<file path="config.mk">
export PLATFORM = sky130hd
export DESIGN_NAME = ohlc_upd
export DESIGN_NICKNAME = d
export VERILOG_FILES = /design/src/rtl/core/ohlc_pkg.sv /design/src/rtl/core/ohlc_upd.sv
export SDC_FILE = /design/constraint.sdc
export NUM_CORES = 1
export LEC_CHECK = 0
export BUFFER_PORTS_ARGS = -buffer_cell sky130_fd_sc_hd__buf_2
export CELL_PAD_IN_SITES_DETAIL_PLACEMENT = 1
export CELL_PAD_IN_SITES_GLOBAL_PLACEMENT = 1
export CORE_AREA = 2 2 293 295
export DETAILED_ROUTE_END_ITERATION = 8
export DIE_AREA = 0 0 295 297
export PLACE_DENSITY = 0.59
export SETUP_SLACK_MARGIN = 0.1
export SYNTH_ARGS = -nofsm -noshare
export SYNTH_HDL_FRONTEND = slang
export SYNTH_SLANG_ARGS = --single-unit
</file>
<file path="constraint.sdc">
create_clock -name vclk -period 9.6
set_input_delay 1.44 -clock vclk [all_inputs]
set_output_delay 1.44 -clock vclk [all_outputs]
set_load 0.01 [all_outputs]
</file>
<file path="src/rtl/core/ohlc_pkg.sv">
// Package for the OHLC candle aggregator: item and candle types, codes, constants.
// No dependencies; the store, update unit and aggregator refer to it by scoped names.
package ohlc_pkg;

    // Field widths fixed by the item formats.
    localparam int SYM_W   = 10;
    localparam int PX_W    = 32;
    localparam int QTY_W   = 32;
    localparam int TIME_W  = 64;
    localparam int VOL_W   = 64;
    localparam int WIN_W   = 17;
    localparam int NS_W    = 30;
    localparam int LIMIT_W = WIN_W + NS_W;

    localparam int NUM_WINDOWS     = 3;
    localparam int NUM_SYMBOLS_DEF = 1024;

    localparam logic [NS_W-1:0] NS_PER_SEC = NS_W'(1_000_000_000);

    // Window selector codes, in emission priority order.
    localparam logic [1:0] WIN_SHORT = 2'd0;
    localparam logic [1:0] WIN_MID   = 2'd1;
    localparam logic [1:0] WIN_LONG  = 2'd2;

    // Configuration register indexes.
    localparam logic [1:0] CFG_SHORT_WIN = 2'd0;
    localparam logic [1:0] CFG_MID_WIN   = 2'd1;
    localparam logic [1:0] CFG_LONG_WIN  = 2'd2;

    // Window lengths after reset, in seconds.
    localparam logic [WIN_W-1:0] SHORT_WIN_RST = WIN_W'(60);
    localparam logic [WIN_W-1:0] MID_WIN_RST   = WIN_W'(300);
    localparam logic [WIN_W-1:0] LONG_WIN_RST  = WIN_W'(900);

    // One input item: a trade.
    typedef struct packed {
        logic [SYM_W-1:0]  symbol_index;
        logic [PX_W-1:0]   trade_price;
        logic [QTY_W-1:0]  trade_quantity;
        logic [TIME_W-1:0] trade_time_ns;
    } t_trade;

    // One result item: a closed candle.
    typedef struct packed {
        logic [SYM_W-1:0]  closed_symbol;
        logic [WIN_W-1:0]  closed_window_seconds;
        logic [PX_W-1:0]   open_price;
        logic [PX_W-1:0]   high_price;
        logic [PX_W-1:0]   low_price;
        logic [PX_W-1:0]   close_price;
        logic [VOL_W-1:0]  total_volume;
        logic [TIME_W-1:0] open_time_ns;
    } t_result;

    // One stored candle; the symbol is implied by the store address.
    typedef struct packed {
        logic [TIME_W-1:0] t_open;
        logic [VOL_W-1:0]  vol;
        logic [PX_W-1:0]   px_open;
        logic [PX_W-1:0]   px_high;
        logic [PX_W-1:0]   px_low;
        logic [PX_W-1:0]   px_close;
        logic [WIN_W-1:0]  win;
    } t_candle;

    // Sequencer states.
    typedef enum logic [2:0] {
        ST_CLEAR,
        ST_IDLE,
        ST_READ,
        ST_UPDATE,
        ST_OUT
    } t_state;

endpackage

</file>
<file path="src/rtl/core/ohlc_upd.sv">
// Shared candle update unit, used once per window under the sequencer.
// Depends on ohlc_pkg for the trade and candle types.
module ohlc_upd (
    input  ohlc_pkg::t_candle                 i_candle,
    input  ohlc_pkg::t_trade                  i_trade,
    input  logic [ohlc_pkg::LIMIT_W-1:0]      i_limit,
    input  logic [ohlc_pkg::WIN_W-1:0]        i_win_len,
    output ohlc_pkg::t_candle                 o_candle,
    output logic                              o_closed
);

    logic                          is_empty;
    logic                          is_inside;
    logic [ohlc_pkg::TIME_W-1:0]   elapsed;
    logic [ohlc_pkg::VOL_W-1:0]    qty_ext;

    // Elapsed time wraps modulo 2^64; the candle is live while it is below the limit.
    assign is_empty  = (i_candle.t_open == '0);
    assign elapsed   = i_trade.trade_time_ns - i_candle.t_open;
    assign is_inside = (elapsed < ohlc_pkg::TIME_W'(i_limit));
    assign qty_ext   = ohlc_pkg::VOL_W'(i_trade.trade_quantity);

    // A non-empty candle that the trade falls outside of is closed.
    assign o_closed = !is_empty && !is_inside;

    // New candle contents: reopen from the trade, or fold the trade in.
    always_comb begin
        o_candle = i_candle;
        if (is_empty || !is_inside) begin
            o_candle.t_open   = i_trade.trade_time_ns;
            o_candle.vol      = qty_ext;
            o_candle.px_open  = i_trade.trade_price;
            o_candle.px_high  = i_trade.trade_price;
            o_candle.px_low   = i_trade.trade_price;
            o_candle.px_close = i_trade.trade_price;
            o_candle.win      = i_win_len;
        end else begin
            if (i_trade.trade_price > i_candle.px_high) begin
                o_candle.px_high = i_trade.trade_price;
            end
            if (i_trade.trade_price < i_candle.px_low) begin
                o_candle.px_low = i_trade.trade_price;
            end
            o_candle.px_close = i_trade.trade_price;
            o_candle.vol      = i_candle.vol + qty_ext;
        end
    end

endmodule

</file>
**Word-level counts from Yosys, hierarchy flattened**

Index checks and enable logic that the tools add are counted.

- Add/sub/neg operators: 2
- Order comparisons: 3
- Multiplexer cells: 7
- Reduce and logical (&&, ||, !) cells: 5

Operators with widths:

| kind | count |
|---|---|
| two-way mux 64 bit | 2 |
| two-way mux 32 bit | 3 |
| two-way mux 96 bit | 1 |
| adder 64 x 32 -> 64 bit | 1 |
| zero test 64 bit | 1 |
| less-than comparator 64 x 47 -> 1 bit | 1 |
| subtractor 64 bit | 1 |
| > comparator 32 bit | 1 |
| less-than comparator 32 bit | 1 |
| two-way mux 17 bit | 1 |
| zero test 1 bit | 2 |
| logical AND 1 bit | 1 |
| logical OR 1 bit | 1 |

- Flip-flop bits (word level): 0
- Input port bits: 475
- Output and inout port bits: 274
- Logic and storage cells: 17

**Longest topological paths before layout**

Gate-level depths: netlist (run 1).

- Depth after elaboration: 5
- Mapped depth: 26
- Gate-level depth less buffers: 23

**Worst setup path before layout (run 1)**

Ideal clock, no wire load.

- Kind: in2out
- Start point: input port i_trade[0] (netlist name)
- End point: output port o_candle[0] (netlist name)
- Arrival time: 5.714 ns
- Data required time: 8.160 ns
- Path slack: 2.446 ns
- Stages: 25
- Path buffers: 3
- Cells stage by stage: inv_1 ha_1 inv_1 fa_1 a211oi_2 o21ai_2 a32oi_1 nand2_1 a21oi_1 o21ai_0 xor2_1 ha_1 nand3_1 nor2_1 a2111oi_0 nor2_1 o31ai_1 o211a_1 a21oi_1 a221oi_2 nand4_1 buf_2 buf_6 buf_6 mux2_4

RTL lines:

| item | line | source |
|---|---|---|
| start, declared | ohlc_upd.sv:5 | `input ohlc_pkg::t_trade i_trade,` |
| end, declared | ohlc_upd.sv:8 | `output ohlc_pkg::t_candle o_candle,` |

==> flow_metrics.py, run 1 <==
metrics = {
    "power_and_ir_drop": {
        "peakVddDrop_uv": 14.00,
        "powerDensity_nw_per_um2": 55.91,
        "p_leak_nw": 9.535,
        "power_mw": 1.040,
    },
    "route": {
        "detail_route.first_pass.iterations": 7,
        "vias_per_cell": 4.559,
        "route.detailed.drc": 0,
        "ant_nets": 0,
        "drt_wl_total_um": 78010,
        "wl_per_cell_um": 21.39,
        "drtIter0Drc": 754,
        "vias": 16630,
    },
    "synthesis": {
        "synth-xor-area-share": 0.06334,
        "synthMuxAreaShare": 0.2018,
        "syn_inst": 1877,
        "synth_top_family_by_area": "compound AO/OA/AOI/OAI gates",
        "synth_compound_gate_area_share": 0.2520,
        "ys_types": 91,
        "yosysWarnings": 0,
        "syn-num-nets": 2558,
        "synthAdderAreaFrac": 0.1856,
        "synthTopCellsByArea": "ha_1, mux2_4, mux2_2, inv_1, a21oi_1",
        "postSynthAreaPerCell_um2": 7.441,
        "synth_top_area_share": 0.1828,
        "synth-simple-area-share": 0.1880,
        "synth_top_cell_by_area": "ha_1",
        "syn_area_um2": 13970,
        "ys_seq_area_frac": 0,
    },
    "final_layout": {
        "fin_cells": 3647,
        "drive_gt1_frac": 0.4026,
        "final-seq-area_um2": 0,
        "area.growth.synth_to_final_pct": 33.20,
        "seq_cell_count": 0,
        "clkbuf_count": 0,
        "nets": 3182,
        "final_cell_mix": "buf_2, inv_1, ha_1, a21oi_1, nand2_1",
        "final_util": 0.2202,
        "layout_commonest_cell": "buf_2",
    },
    "timing": {
        "tns_ns": 0,
        "finalHoldViolCount": 0,
        "setup_viol": 0,
        "fin_ws_ns": 0.7276,
        "finalMaxSlewViolations": 0,
        "max_freq_mhz": 112.7,
        "timing.slew.headroom": 0.3094,
        "rsz0062_at_grt": "false",
        "fin_crit_sh": 0.9242,
        "max_slew.worst_pin.slew_ns": 1.026,
        "period_needed_ns": 8.872,
    },
    "global_routing": {
        "grtUsageTotal": 0.1666,
        "grt_overflow": 0,
        "grt_max_degree": 32,
        "grt_pass1_wl_um": 110700,
        "grt_pass1_vias": 16890,
        "antenna_found_initial": 14,
    },
    "floorplan": {
        "rows": 107,
        "io-pin-count": 749,
        "start_util": 0.1653,
        "coreArea_um2": 84480,
        "die_width_um": 295,
        "die_area_um2": 87620,
        "die_h_um": 297,
    },
    "outcome": {
        "status": "completed",
    },
    "place": {
        "place.port_buffers": 707,
        "pre_cts_slack_ns": 0.7606,
        "dpl.hpwl_um": 70510,
        "place_congestion": 0.8694,
        "dp.cells": 3643,
    },
    "clocking": {
        "cts_setup_buffers": 0,
        "cts-hold-fix-buffers": 0,
        "cts.repair.resized": 0,
    },
    "setup_path": {
        "critical_path.top_delay_family": "compound AO/OA/AOI/OAI gates",
        "arrival_ns": 7.43,
        "cp-end-kind": "primary output",
        "required_ns": 8.16,
        "crit_buf_inv": 6,
        "critical_path_class": "primary input to primary output",
        "cp_slowest_cell": "nor3_1",
        "critPathLaunchType": "primary input",
        "crit_path_max_fanout": 14,
        "max_stage_delay_ns": 0.90,
    },
    "job": {
        "maxCapViolations": 0,
    },
    "worst_hold_path": {
        "holdCritPathClass": "primary input to primary output",
    },
}
==> where the power goes <==
group	internal, mW	total [mW]	switching, mW	leakage, nW
clock network	0.0000000470	0.0000000470	0	0.0000254
logic	0.425	1.04	0.615	9.53
registers	0	0	0	0
==> through the flow <==
step | hold slack [ns] | instance area (µm²)
final | 3.164 | 18600
after floorplan | 2.972 | 13970
after global routing | 3.176 | 18600
after CTS | 3.169 | 18590
after detailed placement | 3.168 | 18590
after global placement | 3.165 | 18590
==> final timing paths <==
| path | startpoint | to | slack, ns | cells past startpoint |
|---|---|---|---|---|
| setup / recovery | i_trade[0] | o_candle[177] | 0.73 | 27 |
| hold / removal | i_trade[121] | o_candle[42] | 3.16 | 2 |
==> layer usage <==
metal  track usage  wire (µm)  part of all wire  vias to the layer above
li1              -          -                 -                     8107
met1        0.2167      35170              0.45                     7965
met2        0.2913      36970              0.47                      487
met3       0.02936       4675             0.060                       56
met4       0.02150       1121             0.014                       12
met5             0         79            0.0010                        -
==> cell usage after synthesis (all sizes together), types with 7 or more instances <==
master / number
mux2: 211
inv: 209
ha: 204
a21oi: 153
nand2: 119
o21ai: 119
nor2: 102
buf: 99
nand4: 72
xnor2: 70
a21o: 57
nor3: 47
nand3: 35
a211oi: 34
o21a: 33
nor4: 31
xor2: 31
and3: 23
clkbuf: 19
o211ai: 19
o21bai: 13
or3: 13
nor2b: 12
a2111oi: 10
nand2b: 10
a31oi: 9
and2: 9
o2111ai: 8
a21boi: 7
and4: 7
o31ai: 7
or2: 7
==> cell type report <==
| class | instances | area [µm²] |
|---|---|---|
| fill | 10530 | 65870 |
| multi-input combinational | 1550 | 12470 |
| timing repair buffer | 740 | 3911 |
| tap | 1144 | 1431 |
| inverter | 209 | 784.5 |
| antenna | 4 | 10.01 |
==> kinds of logic after synthesis <==
kind of cell	after synthesis
compound gates	528
xor+xnor	101
simple gates	501
fa+ha+maj	206
buf+inv	327
mux	214
No activity file was read; power rests on OpenSTA's default activity.
==> run 2, diff against run 1 <==
==> constraint.sdc (replaced) <==
create_clock -name vclk -period 9.6
set_input_delay 1.92 -clock vclk [all_inputs]
set_output_delay 1.92 -clock vclk [all_outputs]
set_load 0.01 [all_outputs]
==> flow_metrics.py, run 2 (same netlist as run 1, synthesis figures left out) <==
metrics = {
    "power_and_ir_drop": {
        "powerDensity_nw_per_um2": 55.86,
        "peakVddDrop_uv": 13.94,
        "power_mw": 1.076,
        "p_leak_nw": 9.899,
    },
    "route": {
        "detail_route.first_pass.iterations": 4,
        "drt_wl_total_um": 78830,
        "vias_per_cell": 4.558,
        "wl_per_cell_um": 21.16,
        "ant_nets": 0,
        "drtIter0Drc": 707,
        "vias": 16980,
        "route.detailed.drc": 0,
    },
    "timing": {
        "setup_viol": 0,
        "fin_crit_sh": 0.9585,
        "rsz0062_at_grt": "true",
        "max_freq_mhz": 108.7,
        "finalHoldViolCount": 0,
        "finalMaxSlewViolations": 0,
        "period_needed_ns": 9.202,
        "timing.slew.headroom": 0.1765,
        "max_slew.worst_pin.slew_ns": 1.224,
        "worst_hold_slack_ns": 4.126,
    },
    "final_layout": {
        "final_cell_mix": "buf_2, inv_1, ha_1, a21oi_1, nand2_1",
        "seq_cell_count": 0,
        "final-seq-area_um2": 0,
        "clkbuf_count": 0,
        "area.growth.synth_to_final_pct": 37.89,
        "fin_cells": 3725,
        "drive_gt1_frac": 0.4228,
        "nets": 3254,
        "layout_commonest_cell": "buf_2",
    },
    "global_routing": {
        "antenna_found_initial": 18,
        "grt_pass1_wl_um": 111800,
        "grtUsageTotal": 0.1686,
        "grt_max_degree": 33,
        "grt_pass1_vias": 17110,
        "grt_overflow": 0,
    },
    "place": {
        "dpl.hpwl_um": 71340,
        "dp.cells": 3711,
        "place_congestion": 0.8845,
        "place.port_buffers": 707,
    },
    "worst_hold_path": {
        "holdCritPathClass": "primary input to primary output",
    },
    "floorplan": {
        "die_h_um": 297,
        "rows": 107,
        "coreArea_um2": 84480,
        "die_area_um2": 87620,
        "io-pin-count": 749,
        "start_util": 0.1653,
        "die_width_um": 295,
    },
    "setup_path": {
        "cp_slowest_cell": "fa_1",
        "arrival_ns": 7.28,
        "crit_path_max_fanout": 11,
        "cp-end-kind": "primary output",
        "max_stage_delay_ns": 0.40,
        "required_ns": 7.68,
        "cpMostUsedCell": "buf_4",
        "critPathLaunchType": "primary input",
        "critical_path_class": "primary input to primary output",
    },
    "outcome": {
        "status": "completed",
    },
    "job": {
        "maxCapViolations": 0,
    },
}
[run 2: cell count changes in the layout (fill, tap and decap cells not counted), sizes merged]
cell,previous run,this run
diode,4,10
buf,740,812
[run 2: final timing paths]
check	from	endpoint	cells past startpoint	slack, ns
worst min-delay path	i_trade[121]	o_candle[42]	2	4.13
worst max-delay path	i_trade[0]	o_candle[15]	29	0.40
[run 2: area by class of cell]
class	count	area (µm²)
fillers	10570	65220
well taps	1144	1431
inverters	209	784.5
repair buffers	812	4502
multi-input cells	1550	12510
diodes	10	25.02
[run 2: timing repair]
| action | CTS | global route |
|---|---|---|
| setup endpoints to repair | 104 | 209 |
| resized for setup | 2 | 9 |
| hold buffers | 0 | 0 |
| pin swaps | 1 | 3 |
| buffers inserted | 1 | 3 |
[run 2: metrics by stage]
stage          setup WS [ns]  cell area [µm²]    util  setup TNS, ns
2_1_floorplan          1.486            13970       -              0
3_3_place_gp         0.06465            19130  0.2264              0
3_5_place_dp       -0.002693            19130  0.2264      -0.002693
4_1_cts               0.1114            19150  0.2267              0
5_1_grt               0.1019            19250  0.2279              0
6_report              0.3980            19260  0.2280              0
[run 2: critical path, delay by kind of cell]
| kind | cells | cell delay (ns) |
|---|---|---|
| AOI/OAI and AO/OA | 8 | 1.59 |
| xor gates and xnor gates | 1 | 0.20 |
| adders and majority gates | 3 | 0.86 |
| buffers and inverters | 11 | 1.53 |
| muxes | 1 | 0.35 |
| and+or+nand+nor | 5 | 0.79 |
[run 2: power by group]
group | internal, mW | total [mW] | switching, mW
sequential | 0 | 0 | 0
clock | 0.000000144 | 0.000000144 | 0
combinational | 0.449 | 1.08 | 0.627
[run 2: metal layers]
metal / wire [µm] / track usage / share of wire
met3: 5110 / 0.03280 / 0.065
met4: 1056 / 0.02527 / 0.013
met5: 53 / 0 / 0.00067
met2: 37350 / 0.2916 / 0.47
met1: 35250 / 0.2187 / 0.45
==> run 3, diff against run 2 <==
--- a/config.mk
+++ b/config.mk
@@ -8,10 +8,10 @@
 export BUFFER_PORTS_ARGS = -buffer_cell sky130_fd_sc_hd__buf_2
 export CELL_PAD_IN_SITES_DETAIL_PLACEMENT = 1
 export CELL_PAD_IN_SITES_GLOBAL_PLACEMENT = 1
-export CORE_AREA = 2 2 293 295
+export CORE_AREA = 8 8 283 285
 export DETAILED_ROUTE_END_ITERATION = 8
-export DIE_AREA = 0 0 295 297
-export PLACE_DENSITY = 0.59
+export DIE_AREA = 0 0 291 293
+export PLACE_DENSITY = 0.63
 export SETUP_SLACK_MARGIN = 0.1
 export SYNTH_ARGS = -nofsm -noshare
 export SYNTH_HDL_FRONTEND = slang
==> flow_metrics.py, run 3 (same netlist as run 1, synthesis figures left out) <==
metrics = {
    "timing": {
        "tns_ns": 0,
        "max_freq_mhz": 107.8,
        "fin_ws_ns": 0.3276,
        "timing.slew.headroom": 0.2282,
        "period_needed_ns": 9.272,
        "rsz0062_at_grt": "false",
        "worst_hold_slack_ns": 4.129,
        "finalMaxSlewViolations": 0,
        "fin_crit_sh": 0.9659,
        "max_slew.worst_pin.slew_ns": 1.147,
        "finalHoldViolCount": 0,
        "setup_viol": 0,
    },
    "route": {
        "detail_route.first_pass.iterations": 5,
        "wl_per_cell_um": 22.96,
        "vias": 17080,
        "vias_per_cell": 4.819,
        "drtIter0Drc": 840,
        "route.detailed.drc": 0,
        "drt_wl_total_um": 81390,
        "ant_nets": 0,
    },
    "worst_hold_path": {
        "whs_path_depth": 2,
        "min_from": "i_trade[122]",
        "hold_path_end": "o_candle[43]",
        "holdCritPathClass": "primary input to primary output",
    },
    "setup_path": {
        "crit_path_max_fanout": 12,
        "critPathLaunchType": "primary input",
        "cpMostUsedCell": "buf_4",
        "max_stage_delay_ns": 0.49,
        "critical_path_class": "primary input to primary output",
        "cp-end-kind": "primary output",
        "required_ns": 7.68,
        "arrival_ns": 7.35,
        "cp_slowest_cell": "o2111ai_1",
    },
    "floorplan": {
        "die_h_um": 293,
        "start_util": 0.1851,
        "die_width_um": 291,
        "die_area_um2": 85260,
        "io-pin-count": 749,
        "coreArea_um2": 75440,
        "rows": 101,
    },
    "global_routing": {
        "grt_max_degree": 33,
        "grt_pass1_wl_um": 116800,
        "grtUsageTotal": 0.1771,
        "grt_pass1_vias": 17710,
        "grt_overflow": 0,
        "antenna_found_initial": 20,
    },
    "job": {
        "maxCapViolations": 0,
    },
    "final_layout": {
        "final-seq-area_um2": 0,
        "seq_cell_count": 0,
        "area.growth.synth_to_final_pct": 35.26,
        "final_cell_mix": "buf_2, inv_1, ha_1, a21oi_1, nand2_1",
        "design_area_um2": 18890,
        "nets": 3234,
        "fin_cells": 3544,
        "drive_gt1_frac": 0.4171,
        "clkbuf_count": 0,
        "layout_commonest_cell": "buf_2",
        "final_util": 0.2504,
    },
    "place": {
        "dpl.hpwl_um": 73830,
        "pre_cts_slack_ns": 0.1038,
        "place_area_um2": 18790,
        "dp.cells": 3528,
        "place.port_buffers": 707,
        "place_congestion": 0.8903,
    },
    "power_and_ir_drop": {
        "p_leak_nw": 9.782,
        "peakVddDrop_uv": 14.66,
        "powerDensity_nw_per_um2": 56.66,
        "power_mw": 1.070,
    },
    "outcome": {
        "status": "completed",
    },
    "clocking": {
        "cts-hold-fix-buffers": 0,
    },
}
-- run 3: report_power, final --
part | internal (mW) | total, mW | leakage [nW] | switching [mW]
Combinational | 0.445 | 1.07 | 9.78 | 0.626
Sequential | 0 | 0 | 0 | 0
Clock | 0.000000172 | 0.000000172 | 0.0000951 | 0
-- run 3: worst max-delay path: cells and delay by family --
family / cells / cell delay [ns]
compound gates: 8 / 1.99
buf+inv: 8 / 1.14
simple gates: 5 / 1.07
xor+xnor: 1 / 0.08
mux: 1 / 0.32
fa+ha+maj: 3 / 0.78
-- run 3: what timing repair did --
action,in CTS,in global routing
gates resized for setup,0,13
pin swaps,1,0
endpoints found under the setup margin,6,206
buffers inserted,1,0
-- run 3: per-layer routing --
layer	GRT usage	routed length (µm)	up-vias
met1	0.2194	34970	8193
li1	-	-	8245
met3	0.03313	4685	92
met4	0.05029	2515	10
met2	0.3112	39150	540
met5	0	58	-
-- run 3: final cells by class --
class | count | area (µm²)
multi-input cells | 1550 | 12530
well taps | 978 | 1224
diodes | 15 | 37.54
repair buffers | 792 | 4314
fillers | 9467 | 56550
inverters | 209 | 784.5
-- run 3: how the worst max path moves through the flow --
| stage | start | to | slack [ns] | cells after the start |
|---|---|---|---|---|
| after CTS | i_trade[0] | o_candle[8] | 0.18 | 32 |
| after global placement | i_trade[0] | o_candle[8] | 0.19 | 31 |
| final | i_trade[0] | o_candle[8] | 0.33 | 26 |
| after detailed placement | i_trade[0] | o_candle[8] | 0.10 | 31 |
| after global routing | i_candle[229] | o_candle[8] | 0.11 | 26 |
| after floorplan | i_trade[0] | o_candle[0] | 1.49 | 25 |
